===== config.mk =====
export PLATFORM = sky130hd
export DESIGN_NAME = gca_queue
export DESIGN_NICKNAME = d
export VERILOG_FILES = /design/src/hw/rtl/gca_pkg.sv /design/src/hw/rtl/gca_queue.sv
export SDC_FILE = /design/constraint.sdc
export NUM_CORES = 1
export LEC_CHECK = 0
export ABC_AREA = 1
export BUFFER_PORTS_ARGS = -buffer_cell sky130_fd_sc_hd__buf_2
export CAP_MARGIN = 10
export CORE_ASPECT_RATIO = 1.4
export CORE_MARGIN = 4
export CORE_UTILIZATION = 56
export DETAILED_ROUTE_END_ITERATION = 10
export PLACE_DENSITY = 0.82
export SYNTH_ARGS = -nofsm -noshare
export SYNTH_HDL_FRONTEND = slang
export SYNTH_SLANG_ARGS = --single-unit

===== constraint.sdc =====
create_clock -name clk -period 11.85 [get_ports clk]
set_input_delay 1.7775 -clock clk [delete_from_list [all_inputs] [get_ports clk]]
set_output_delay 1.7775 -clock clk [all_outputs]
set_load 0.01 [all_outputs]

===== src/hw/rtl/gca_pkg.sv =====
`timescale 1ns / 1ps
// Shared types and constants for the grouped count aggregator.
// No dependencies.
package gca_pkg;

	localparam int DEFAULT_MAX_GROUPS = 1024;
	localparam int ACT_W   = 2;
	localparam int GID_W   = 10;
	localparam int CNT_W   = 64;
	localparam int TOTAL_W = 11;
	localparam int ERR_W   = 2;
	localparam int MODE_W  = 2;
	localparam int PADDR_W = 3;
	localparam int PDATA_W = 32;
	localparam int QUEUE_DEPTH = 2;

	typedef enum logic [ACT_W-1:0] {
		ACT_ROW    = 2'd0,
		ACT_MERGE  = 2'd1,
		ACT_RESIZE = 2'd2,
		ACT_READ   = 2'd3
	} gca_action_t;

	typedef enum logic [MODE_W-1:0] {
		MODE_ALL   = 2'd0,
		MODE_VALID = 2'd1,
		MODE_NULL  = 2'd2
	} gca_mode_t;

	typedef enum logic [ERR_W-1:0] {
		ERR_OK       = 2'd0,
		ERR_INACTIVE = 2'd1,
		ERR_CLAMP    = 2'd2
	} gca_err_t;

	// Word index of the count mode register on the configuration port.
	localparam logic REG_COUNT_MODE = 1'b0;

	// Classified command handed from the front end to the back end.
	typedef struct packed {
		logic                wr_en;
		logic                zero_cnt;
		logic [GID_W-1:0]    gid;
		logic [CNT_W-1:0]    inc;
		logic [TOTAL_W-1:0]  total;
		gca_err_t            err;
	} gca_cmd_t;

	// Status reported by the back end.
	typedef struct packed {
		logic init_done;
	} gca_status_t;

endpackage


===== src/hw/rtl/gca_queue.sv =====
`timescale 1ns / 1ps
// Small FIFO of classified commands between the front and back ends.
// Depends on gca_pkg.
module gca_queue (
	input  logic              clk,
	input  logic              arst_n,
	input  logic              push,
	input  gca_pkg::gca_cmd_t push_data,
	output logic              full,
	input  logic              pop,
	output logic              head_valid,
	output gca_pkg::gca_cmd_t head
);
	import gca_pkg::*;

	localparam int PTR_W = (QUEUE_DEPTH > 1) ? $clog2(QUEUE_DEPTH) : 1;
	localparam int CNT_QW = $clog2(QUEUE_DEPTH + 1);

	gca_cmd_t           entries_q [QUEUE_DEPTH];
	logic [PTR_W-1:0]   wr_ptr_q;
	logic [PTR_W-1:0]   rd_ptr_q;
	logic [CNT_QW-1:0]  fill_q;
	logic               do_push;
	logic               do_pop;

	assign full       = (fill_q == CNT_QW'(QUEUE_DEPTH));
	assign head_valid = (fill_q != '0);
	assign head       = entries_q[rd_ptr_q];
	assign do_push    = push && !full;
	assign do_pop     = pop && head_valid;

	always_ff @(posedge clk) begin
		if (do_push) begin
			entries_q[wr_ptr_q] <= push_data;
		end
	end

	always_ff @(posedge clk or negedge arst_n) begin
		if (!arst_n) begin
			wr_ptr_q <= '0;
			rd_ptr_q <= '0;
			fill_q   <= '0;
		end else begin
			if (do_push) begin
				wr_ptr_q <= (wr_ptr_q == PTR_W'(QUEUE_DEPTH - 1)) ? '0 : wr_ptr_q + 1'b1;
			end
			if (do_pop) begin
				rd_ptr_q <= (rd_ptr_q == PTR_W'(QUEUE_DEPTH - 1)) ? '0 : rd_ptr_q + 1'b1;
			end
			if (do_push && !do_pop) begin
				fill_q <= fill_q + 1'b1;
			end else if (do_pop && !do_push) begin
				fill_q <= fill_q - 1'b1;
			end
		end
	end
endmodule


==> run_results.csv <==
group,metric,value,unit
power,p_leak,3.59,nW
floorplan,core_area,11800,um^2
floorplan,die_h,138,um
setup_path,crit_family,"flip-flops",
final_layout,post-route-util,70.1,%
final_layout,areaGrowthSynthToFinish,22.6,%
timing,clock_skew,0.00997,ns
detailed_routing,wl_per_cell,16.0,um
yosys,synth-warning-count,0,
final_layout,drive_gt1_share,31.5,%
clock_tree,cts_tree,"yes",
yosys,syn_area,6760,um^2
timing,hold_violations,0,
global_routing,antenna_found_initial,1,
timing,rsz0062_at_grt,"false",
hold_path,hold_path.class,"flip-flop to flip-flop",
yosys,synth_cell_types,13,
place,port_buffers,183,
detailed_routing,vias,4216,
timing,fin_setup_tns,0,ns
yosys,async_flop_share,2.20,%
setup_path,crit_type,"flip-flop to primary output",
yosys,netlist.area_leader.share,79.1,%
final_layout,instances_no_fill,842,
setup_path,worst_setup_path_end_kind,"primary output",
detailed_routing,drc_errors,0,
yosys,synth_nets,590,
setup_path,cp_cell_sequence,"inv_8 > nand2_1 > nand2_1 > buf_2",
global_routing,grtUsageTotal,19.8,%
global_routing,overflow,0,
flow_run,drv_cap,0,
timing,worst-slew-pin-transition,1.18,ns
yosys,synth_edf_count,178,
clock_tree,cts_max_level,4,
setup_path,worst_ep_arrival_time,2.33,ns
setup_path,startpoint_type,"flip-flop",
clock_tree,cts.sinks,182,
floorplan,dieArea,13900,um^2
power,peakVddDrop,0.162,mV
clock_tree,clk_pin_slew,0.06,ns
place,dp_hpwl,8.59,mm
yosys,synthCells,496,
place,gp_congestion,0.796,
final_layout,num_antenna_cells,0,
detailed_routing,drt_iter0_markers,183,
timing,max_freq,0.243,GHz
place,dp.cells,809,
timing,fin_crit,4.11,ns
detailed_routing,via_per_inst,5.01,
clock_tree,numCtsBuffers,17,
floorplan,rows,47,
clock_tree,root_buffer,"clkbuf_16",
global_routing,grt_pass1_vias,4358,
detailed_routing,antenna_left,0,
yosys,synth_area_leaders,"edfxtp_1 (79%), nand2_1 (15%), buf_6 (1.7%)",
timing,setup_viol,0,
yosys,ys_ff_latch,182,
setup_path,path_buf_inv,2,
outcome,outcome,"finished clean",
setup_path,cp_slowest_stage_delay,1.04,ns
global_routing,grt_max_degree,92,
detailed_routing,wl,13.5,mm
yosys,synth_top_cell_by_area,"edfxtp_1",
yosys,yosysSeqAreaShare,80.5,%
setup_path,crit_slowest_cell,"dfrtp_4",
yosys,synth_flop_cell,"edfxtp_1",
setup_path,crit_fanout,91,
timing,fin_crit_sh,34.7,%
clock_tree,postCtsHoldBufs,0,
power,pwr_density_cell,252,nW/um^2
setup_path,crit_top_cell,"nand2_1",
yosys,yosysMostFrequentCell,"nand2_1",
floorplan,start_util,57.2,%
clock_tree,clock_path_buffers,2,
clock_tree,clk_latency,0.42,ns
yosys,synthTopCellsByCount,"nand2_1 (278), edfxtp_1 (178), buf_6 (10)",
timing,final_max_slew_viol_count,0,
floorplan,ios,184,
clock_tree,postCtsSetupBuffers,0,
final_layout,nets,776,
setup_path,critPathRequiredTime,10.07,ns
clock_tree,cts_resized,0,
timing,relSlewSlack,21.1,%
floorplan,die_x,101,um
yosys,avgSynthCellArea,13.6,um^2
global_routing,grt_pass1_wl,21.1,mm
detailed_routing,first_pass_iters,4,
tightest hold or removal path: stages (launching register included):
cell and delay, ns:
dfrtp_1 0.36, nand2_1 0.06, nand2_1 0.05
metrics by stage:
stage / cell area (um^2) / total power [mW] / setup WS, ns / hold WS, ns
2_1_floorplan: 6760 / 1.36 / 5.72 / 0.442
3_3_place_gp: 7710 / 1.56 / 7.77 / 0.456
3_5_place_dp: 7710 / 1.58 / 7.70 / 0.478
4_1_cts: 8260 / 2.11 / 7.69 / 0.495
5_1_grt: 8290 / 2.21 / 7.53 / 0.532
6_report: 8290 / 2.09 / 7.74 / 0.494
path summary, 6_finish.rpt:
check	start	slack (ns)	cells after the start	end
min in group asynchronous	arst_n	1.16	1	rd_ptr_q
worst min-delay path	fill_q[1]	0.49	2	fill_q[1]
worst min register to register	fill_q[1]	0.49	2	fill_q[1]
worst max-delay path	rd_ptr_q	7.74	4	head[4]
max in group asynchronous	arst_n	10.56	1	rd_ptr_q
worst max register to register	fill_q[1]	9.30	5	entries_q[1][45]
kinds of logic after synthesis:
logic type	after synthesis	synth area share (%)
buf+inv	27	3.22
simple gates	284	15.8
compound gates	1	0.0740
flops	182	80.5
xor+xnor	1	0.130
fa+ha+maj	1	0.185
sequential cells by signal, indices dropped and copies added (netlist names):
signal and count:
entries_q 178, fill_q 2, rd_ptr_q 1, wr_ptr_q 1
cell type report:
type	count	area [um^2]
fill	830	3530
tap	147	184
timing repair buffer	186	958
multi-input combinational	287	1100
sequential	182	5450
inverter	8	38.8
clock inverter	13	120
clock buffer	19	433
report_power, final:
group / total (mW) / internal [mW] / switching (mW)
registers: 0.961 / 0.880 / 0.0815
clock network: 0.522 / 0.291 / 0.231
logic: 0.603 / 0.207 / 0.397
placed cells by master (no fill, tap or decap):
| master | Yosys | final |
|---|---|---|
| clkbuf_1 | 0 | 2 |
| clkinv_2 | 0 | 2 |
| xnor2_1 | 1 | 1 |
| clkinv_1 | 0 | 1 |
| nand4_1 | 1 | 1 |
| bufinv_16 | 0 | 1 |
| nand2_1 | 278 | 278 |
| buf_16 | 0 | 1 |
| clkbuf_16 | 0 | 17 |
| nor2_4 | 0 | 1 |
| ha_1 | 1 | 1 |
| edfxtp_1 | 178 | 178 |
| buf_4 | 9 | 2 |
| buf_2 | 0 | 183 |
| clkinvlp_4 | 0 | 5 |
| nand3_1 | 2 | 2 |
| dfrtp_1 | 4 | 3 |
| o21ai_0 | 1 | 1 |
| nor2_1 | 3 | 2 |
| dfrtp_4 | 0 | 1 |
| inv_6 | 0 | 5 |
| inv_1 | 7 | 6 |
| inv_8 | 1 | 1 |
metal layers:
| layer | part of all wire, % | GRT usage [%] | routed length, um |
|---|---|---|---|
| met2 | 55 | 35.2 | 7460 |
| met5 | 0.082 | 0 | 11 |
| met4 | 2.7 | 9.16 | 359 |
| met1 | 35 | 21.4 | 4780 |
| met3 | 6.4 | 5.54 | 857 |
Note: power is estimated with default switching activity, not from simulation.
