--- src/hw/rtl/gca_pkg.sv ---
`timescale 1ns / 1ps
// Shared types and constants for the grouped count aggregator.
// No dependencies.
package gca_pkg;

	localparam int DEFAULT_MAX_GROUPS = 1024;
	localparam int ACT_W   = 2;
	localparam int GID_W   = 10;
	localparam int CNT_W   = 64;
	localparam int TOTAL_W = 11;
	localparam int ERR_W   = 2;
	localparam int MODE_W  = 2;
	localparam int PADDR_W = 3;
	localparam int PDATA_W = 32;
	localparam int QUEUE_DEPTH = 2;

	typedef enum logic [ACT_W-1:0] {
		ACT_ROW    = 2'd0,
		ACT_MERGE  = 2'd1,
		ACT_RESIZE = 2'd2,
		ACT_READ   = 2'd3
	} gca_action_t;

	typedef enum logic [MODE_W-1:0] {
		MODE_ALL   = 2'd0,
		MODE_VALID = 2'd1,
		MODE_NULL  = 2'd2
	} gca_mode_t;

	typedef enum logic [ERR_W-1:0] {
		ERR_OK       = 2'd0,
		ERR_INACTIVE = 2'd1,
		ERR_CLAMP    = 2'd2
	} gca_err_t;

	// Word index of the count mode register on the configuration port.
	localparam logic REG_COUNT_MODE = 1'b0;

	// Classified command handed from the front end to the back end.
	typedef struct packed {
		logic                wr_en;
		logic                zero_cnt;
		logic [GID_W-1:0]    gid;
		logic [CNT_W-1:0]    inc;
		logic [TOTAL_W-1:0]  total;
		gca_err_t            err;
	} gca_cmd_t;

	// Status reported by the back end.
	typedef struct packed {
		logic init_done;
	} gca_status_t;

endpackage

--- src/hw/rtl/gca_ifs.sv ---
`timescale 1ns / 1ps
// Stream interfaces for the input items and the result items.
// Depends on gca_pkg.
interface gca_item_if;
	import gca_pkg::*;
	logic               valid;
	logic               ready;
	logic [ACT_W-1:0]   action;
	logic [GID_W-1:0]   group_idx;
	logic               value_valid;
	logic [CNT_W-1:0]   partial_count;
	logic [TOTAL_W-1:0] new_group_count;

	modport source (output valid, action, group_idx, value_valid, partial_count,
		new_group_count, input ready);
	modport sink (input valid, action, group_idx, value_valid, partial_count,
		new_group_count, output ready);
endinterface


--- src/hw/rtl/gca_front.sv ---
`timescale 1ns / 1ps
// Front end: accepts input items, checks group ids, tracks the active group
// count and turns each item into a command. Depends on gca_pkg, gca_ifs.
module gca_front #(
	parameter int MAX_GROUPS = gca_pkg::DEFAULT_MAX_GROUPS
) (
	input  logic                         clk,
	input  logic                         arst_n,
	gca_item_if.sink                     item,
	input  logic [gca_pkg::MODE_W-1:0]   count_mode,
	input  gca_pkg::gca_status_t         status,
	input  logic                         q_full,
	output logic                         push,
	output gca_pkg::gca_cmd_t            cmd
);
	import gca_pkg::*;

	logic [TOTAL_W-1:0] total_q;
	logic [TOTAL_W-1:0] total_next;
	logic [TOTAL_W-1:0] req;
	logic               inactive;
	logic [CNT_W-1:0]   row_inc;

	assign item.ready = !q_full && status.init_done;
	assign push       = item.valid && item.ready;
	assign inactive   = ({1'b0, item.group_idx} >= total_q);

	always_comb begin
		unique case (count_mode)
			MODE_ALL:   row_inc = CNT_W'(1);
			MODE_VALID: row_inc = CNT_W'(item.value_valid);
			MODE_NULL:  row_inc = CNT_W'(!item.value_valid);
			default:    row_inc = '0;
		endcase
	end

	always_comb begin
		cmd          = '0;
		cmd.gid      = item.group_idx;
		cmd.total    = total_q;
		cmd.err      = ERR_OK;
		total_next   = total_q;
		req          = item.new_group_count;
		unique case (item.action)
			ACT_RESIZE: begin
				if (32'(item.new_group_count) > 32'(MAX_GROUPS)) begin
					req     = TOTAL_W'(MAX_GROUPS);
					cmd.err = ERR_CLAMP;
				end
				if (req > total_q) begin
					total_next = req;
				end
				cmd.total    = total_next;
				cmd.zero_cnt = 1'b1;
			end
			ACT_ROW: begin
				cmd.wr_en = !inactive;
				cmd.inc   = row_inc;
			end
			ACT_MERGE: begin
				cmd.wr_en = !inactive;
				cmd.inc   = item.partial_count;
			end
			ACT_READ: begin
				cmd.wr_en = 1'b0;
			end
		endcase
		if (item.action != ACT_RESIZE && inactive) begin
			cmd.err      = ERR_INACTIVE;
			cmd.zero_cnt = 1'b1;
		end
	end

	always_ff @(posedge clk or negedge arst_n) begin
		if (!arst_n) begin
			total_q <= '0;
		end else if (push) begin
			total_q <= total_next;
		end
	end
endmodule

--- src/flat_wrapper.sv ---
// flat-port wrapper written by rule: the top's interface ports become plain ports
module gca_front_flat import gca_pkg::*;
#(
	parameter int MAX_GROUPS = gca_pkg::DEFAULT_MAX_GROUPS
)
  (clk, arst_n, count_mode, status, q_full, push, cmd, item_valid, item_action, item_group_idx, item_value_valid, item_partial_count, item_new_group_count, item_ready);
  gca_item_if item_i ();
  input  logic clk;
  input  logic arst_n;
  input  logic [gca_pkg::MODE_W-1:0] count_mode;
  input  gca_pkg::gca_status_t status;
  input  logic q_full;
  output logic push;
  output gca_pkg::gca_cmd_t cmd;
  input wire logic [$bits(item_i.valid)-1:0] item_valid;
  input wire logic [$bits(item_i.action)-1:0] item_action;
  input wire logic [$bits(item_i.group_idx)-1:0] item_group_idx;
  input wire logic [$bits(item_i.value_valid)-1:0] item_value_valid;
  input wire logic [$bits(item_i.partial_count)-1:0] item_partial_count;
  input wire logic [$bits(item_i.new_group_count)-1:0] item_new_group_count;
  output wire logic [$bits(item_i.ready)-1:0] item_ready;
  assign item_i.valid = item_valid;
  assign item_i.action = item_action;
  assign item_i.group_idx = item_group_idx;
  assign item_i.value_valid = item_value_valid;
  assign item_i.partial_count = item_partial_count;
  assign item_i.new_group_count = item_new_group_count;
  assign item_ready = item_i.ready;
  gca_front #(.MAX_GROUPS(MAX_GROUPS)) u_core (.clk(clk), .arst_n(arst_n), .item(item_i), .count_mode(count_mode), .status(status), .q_full(q_full), .push(push), .cmd(cmd));
endmodule
--- config.mk ---
export PLATFORM = sky130hd
export DESIGN_NAME = gca_front_flat
export DESIGN_NICKNAME = d
export VERILOG_FILES = /design/src/hw/rtl/gca_pkg.sv /design/src/hw/rtl/gca_ifs.sv /design/src/hw/rtl/gca_front.sv /design/src/flat_wrapper.sv
export SDC_FILE = /design/constraint.sdc
export NUM_CORES = 1
export LEC_CHECK = 0
export ABC_AREA = 1
export BUFFER_PORTS_ARGS = -buffer_cell sky130_fd_sc_hd__buf_2
export CORE_UTILIZATION = 35
export CTS_BUF_LIST = sky130_fd_sc_hd__clkbuf_16
export CTS_CLUSTER_DIAMETER = 50
export CTS_CLUSTER_SIZE = 14
export DETAILED_ROUTE_END_ITERATION = 10
export PLACE_DENSITY = 0.78
export SLEW_MARGIN = 20
export SYNTH_ARGS = -nofsm -noshare
export SYNTH_HDL_FRONTEND = slang
export SYNTH_SLANG_ARGS = --single-unit
--- constraint.sdc ---
create_clock -name clk -period 2.9 [get_ports clk]
set_clock_uncertainty 0.15 [all_clocks]
set_input_delay 0.58 -clock clk [delete_from_list [all_inputs] [get_ports clk]]
set_output_delay 0.58 -clock clk [all_outputs]
set_load 0.03 [all_outputs]
==> flow_results.org <==
** Synthesis
- #FFs+latches synth :: 11
- Netlist cell types :: 30
- Number of standard cells after synthesis :: a little under 400
- Fraction of synthesized cell area taken by the top area cell type :: 0.1705
- Post-synth ARST share :: 1.000
- Leading post-synthesis cells by cell area :: inv_1 (17%), nand2_1 (14%), nor2_1 (14%), dfrtp_1 (13%), ha_1 (12%)
- Yosys warns :: 0
- Synthesis produced a netlist with a net count of 503.
- Largest area contributor in the netlist :: inv_1
- The average instance in the mapped netlist occupies 5.574 um^2.
- The synthesized design contains 0 enable-type register cells.
- Top flip-flop cell by instance count after synthesis :: dfrtp_1
- Syn Std Cell Area :: approximately 0.0022 mm^2
- For this run, the register share of the synthesized area comes to 0.1276.

** Clocking
- TritonCTS clock tree :: done
- Num Clock Sinks :: 11
- Clock slew at reported path FFs :: approximately 0.050 ns
- Level count of the clock H-tree :: 1
- Number of buffers added by the clock tree synthesis step :: 3
- The root buffer cell chosen for the clock tree is clkbuf_16.
- CTS Hold Buffers Added :: 0
- Clock network latency to the later pin of the worst-skew pair :: about 0.24 ns
- No sink is reached through more buffers than the 2 on the longest clock path.

** Detailed routing
- Post-DR vias/cell :: 4.816
- Count of unresolved DRC violations after routing :: 0
- The detail route stage leaves a number of antenna-violating nets equal to 0.
- Detailed Route Iter0 Violations :: between 100 and 150
- Number of vias after detailed routing :: ~3200
- After detailed routing, the total wire length is 10.49 mm.
- After detailed routing, the average wire length per cell comes to 15.59 um.
- Iteration count of the initial detailed-routing pass :: 4

** Pwr
- Switch share :: 0.5337
- Post-route total power :: ~2.6 mW
- Sequential power share :: 0.113
- Worst vdd ir :: around 0.53 mV
- The share of total power dissipated in the clock network is 0.099.
- P per Cell Area :: around 660 mW/mm^2
- Leakage power :: 2.581 nW
- Switching power of the nets :: between 1 and 1.5 mW
- Combinational power share :: 0.788
- The internal portion of the total power is 1.223 mW.

** Setup path
- Critical path's most frequent cell :: nand2_1
- Cell breakdown of the critical path :: buf_6 -> nor2_4 -> nand2_4 -> o21bai_4 -> nand2_2 -> inv_2 -> ha_4 -> nand2_1 -> nand2_1 -> nand2_1 -> nand2_1 -> nand2_2 -> nand3_4 -> buf_12 -> nand2_4 -> nand3_2 -> o21ai_2 -> buf_6
- Worst EP required :: 2.17 ns
- The slowest stage of the critical path belongs to the cell o21bai_4.
- The worst register-to-register path begins at u_core.total_q[4].
- By startpoint and endpoint, the worst setup path is classified as in2out.
- For this run, the slowest stage of the critical path takes around 0.26 ns.
- R2R cell count :: 14
- Along the worst path, the maximum fanout reaches 6.
- STA classifies the critical path endpoint as an output port.
- Worst reg2reg path endpoint :: u_core.total_q[10]
- For the worst setup path, the data arrival time is between 2 and 3 ns.
- The worst setup path is launched from a primary input.
- Internal reg-to-reg setup slack :: just under 0.6 ns

** Floorplan
- Chip Height :: a little over 80 um
- During I/O placement, the number of pins put on the boundary was roughly 190.
- The floorplan step defined a core boundary enclosing approximately 0.006 mm^2.
- Floorplan die width :: 80.51 um
- The floorplan step defined a die boundary enclosing between 0.006 and 0.007 mm^2.
- # rows :: 28
- Initial Utilization :: 0.3643

** Cells and area
- In the layout the commonest cells are buf_2 (164), inv_1 (93), nor2_1 (73).
- Number of antenna diodes :: 0
- In the final layout, the registers with the most flip-flops are u_core.total_q x11.
- Of the cells placed in the final design, the portion with a size suffix greater than 1 is 0.5268.
- Synth-to-Final Area Change :: 83.99%
- The register with the most flip-flops in the layout has 11 of them.
- The net count of the finished layout is 715.
- Leaving out filler cells and counting taps, the final layout contains slightly below 700.
- Most common cell after layout, fill and taps aside :: buf_2
- More flip-flops sit in one register than any other, and that register is u_core.total_q.

** Min path
- Type of the most critical hold path :: in2async

** STA
- Measured against its own limit, the worst slew margin works out to 0.7623.
- The number of max-slew violations in the final report was 0.
- Least setup slack across all paths after layout :: -0.5296 ns
- Tightest hold margin :: approximately 0.069 ns
- Of the available clock period, the critical path in the final layout requires 1.183.
- Based on the critical path, the design can be clocked at up to around 0.3 GHz.
- Setup violations remaining at the end of the flow were counted as 11.
- Subtracting the final worst setup slack from the clock period gives ~3.4 ns.
- For the pin with the worst max-slew slack, the measured transition is approximately 0.36 ns.
- After routing, the total negative slack on setup checks comes to -5.589 ns.
- The hold violation total from the final report is 0.
- Setup repair after global routing could not meet its margin everywhere.

** GRT
- Entering global routing, the biggest net connects 27 pins.
- The first global-routing pass estimated ~14 mm of wire.
- Via count of the first global-routing pass :: about 2900
- Across every metal layer, demand over resource in global routing totals 0.2859.
- GR Overflow Total :: 0
- Initial antenna violation count :: 0

** Placed design
- The congestion estimate from routability-driven global placement came to 0.9110.
- Placed wire-length estimate :: between 7 and 8 mm
- Worst Setup Slack post-DPL :: -0.5283 ns
- Number of placed cells counting well taps :: between 600 and 700
- Count of buffers from port buffering :: approximately 190

** Run
- Max-cap violations in this run came to 0.

** Status
- Run status :: finished with violations
- Violations in the final reports :: negative setup slack
-- layer usage --
metal  global-route usage  wire, um  up-vias
met4               0.1500       536        0
met3              0.05909       851       48
met1               0.3018      3612     1460
met5                    0         0        -
met2               0.5263      5494      180
li1                     -         -     1553
-- critical path: cells and delay by family --
kind                       cells  cell delay, ns
buffers and inverters          4            0.55
adders and majority gates      1            0.20
and+or+nand+nor               11            1.01
AOI/OAI and AO/OA              2            0.33
-- area by class of cell --
class                   count  area, um^2
well taps                  75       93.84
flip-flops and latches     11       275.3
multi-input cells         254        1704
clock buffers               3       75.07
clock inverters             1       3.754
fillers                   505        1952
repair buffers            226        1430
inverters                 103       386.6
-- cells in the mapped netlist, types with 2 or more instances --
cell      count
nor2_1       78
nor2_2        2
clkbuf_1      7
o21ai_1       2
dfrtp_1      11
nand3_2      11
nand4_1       2
inv_2         5
nor3_1        2
nand3_1      27
nand2_2       6
o21ai_0       2
ha_1         21
a21oi_1       5
buf_4        11
nor2_4        2
inv_1        98
nand2_1      83
-- worst max-delay path by stage --
stage                            start       to  slack (ns)  cells past startpoint
3_5_place_dp   item_new_group_count[2]  cmd[12]       -0.53                     16
6_report       item_new_group_count[6]  cmd[12]       -0.53                     18
2_1_floorplan  item_new_group_count[2]  cmd[11]       -0.08                     16
5_1_grt        item_new_group_count[2]  cmd[12]       -0.60                     18
4_1_cts        item_new_group_count[1]  cmd[11]       -0.40                     16
3_3_place_gp   item_new_group_count[2]  cmd[12]       -0.47                     16
-- power by group through the flow --
stage / clock network (mW) / logic (mW) / registers, mW
2_1_floorplan: 0 / 1.11 / 0.270
3_3_place_gp: 0 / 1.54 / 0.288
3_5_place_dp: 0 / 1.58 / 0.293
4_1_cts: 0.261 / 1.81 / 0.291
5_1_grt: 0.271 / 2.23 / 0.303
6_report: 0.259 / 2.07 / 0.297
-- cell families after synthesis --
group / synth area share
buffers and inverters: 0.2465
AND/OR/NAND/NOR: 0.4548
flip-flops: 0.1276
multiplexers: 0.005220
adder cells (fa/ha/maj): 0.1218
AO/OA/AOI/OAI: 0.04409
-- timing repair --
| action | in CTS | in global routing |
|---|---|---|
| endpoints found under the hold margin | 0 | 0 |
| resized for setup | 65 | 34 |
| endpoints found under the setup margin | 11 | 11 |
| cloned | 1 | 1 |
| pin swaps | 20 | 28 |
| buffers inserted | 6 | 7 |
-- stage by stage --
step / instance area (um^2) / utilization
2_1_floorplan: 2186 / -
3_3_place_gp: 3311 / 0.5592
3_5_place_dp: 3311 / 0.5592
4_1_cts: 3731 / 0.6302
5_1_grt: 3969 / 0.6703
6_report: 3969 / 0.6703
(Power assumes the default switching activity.)
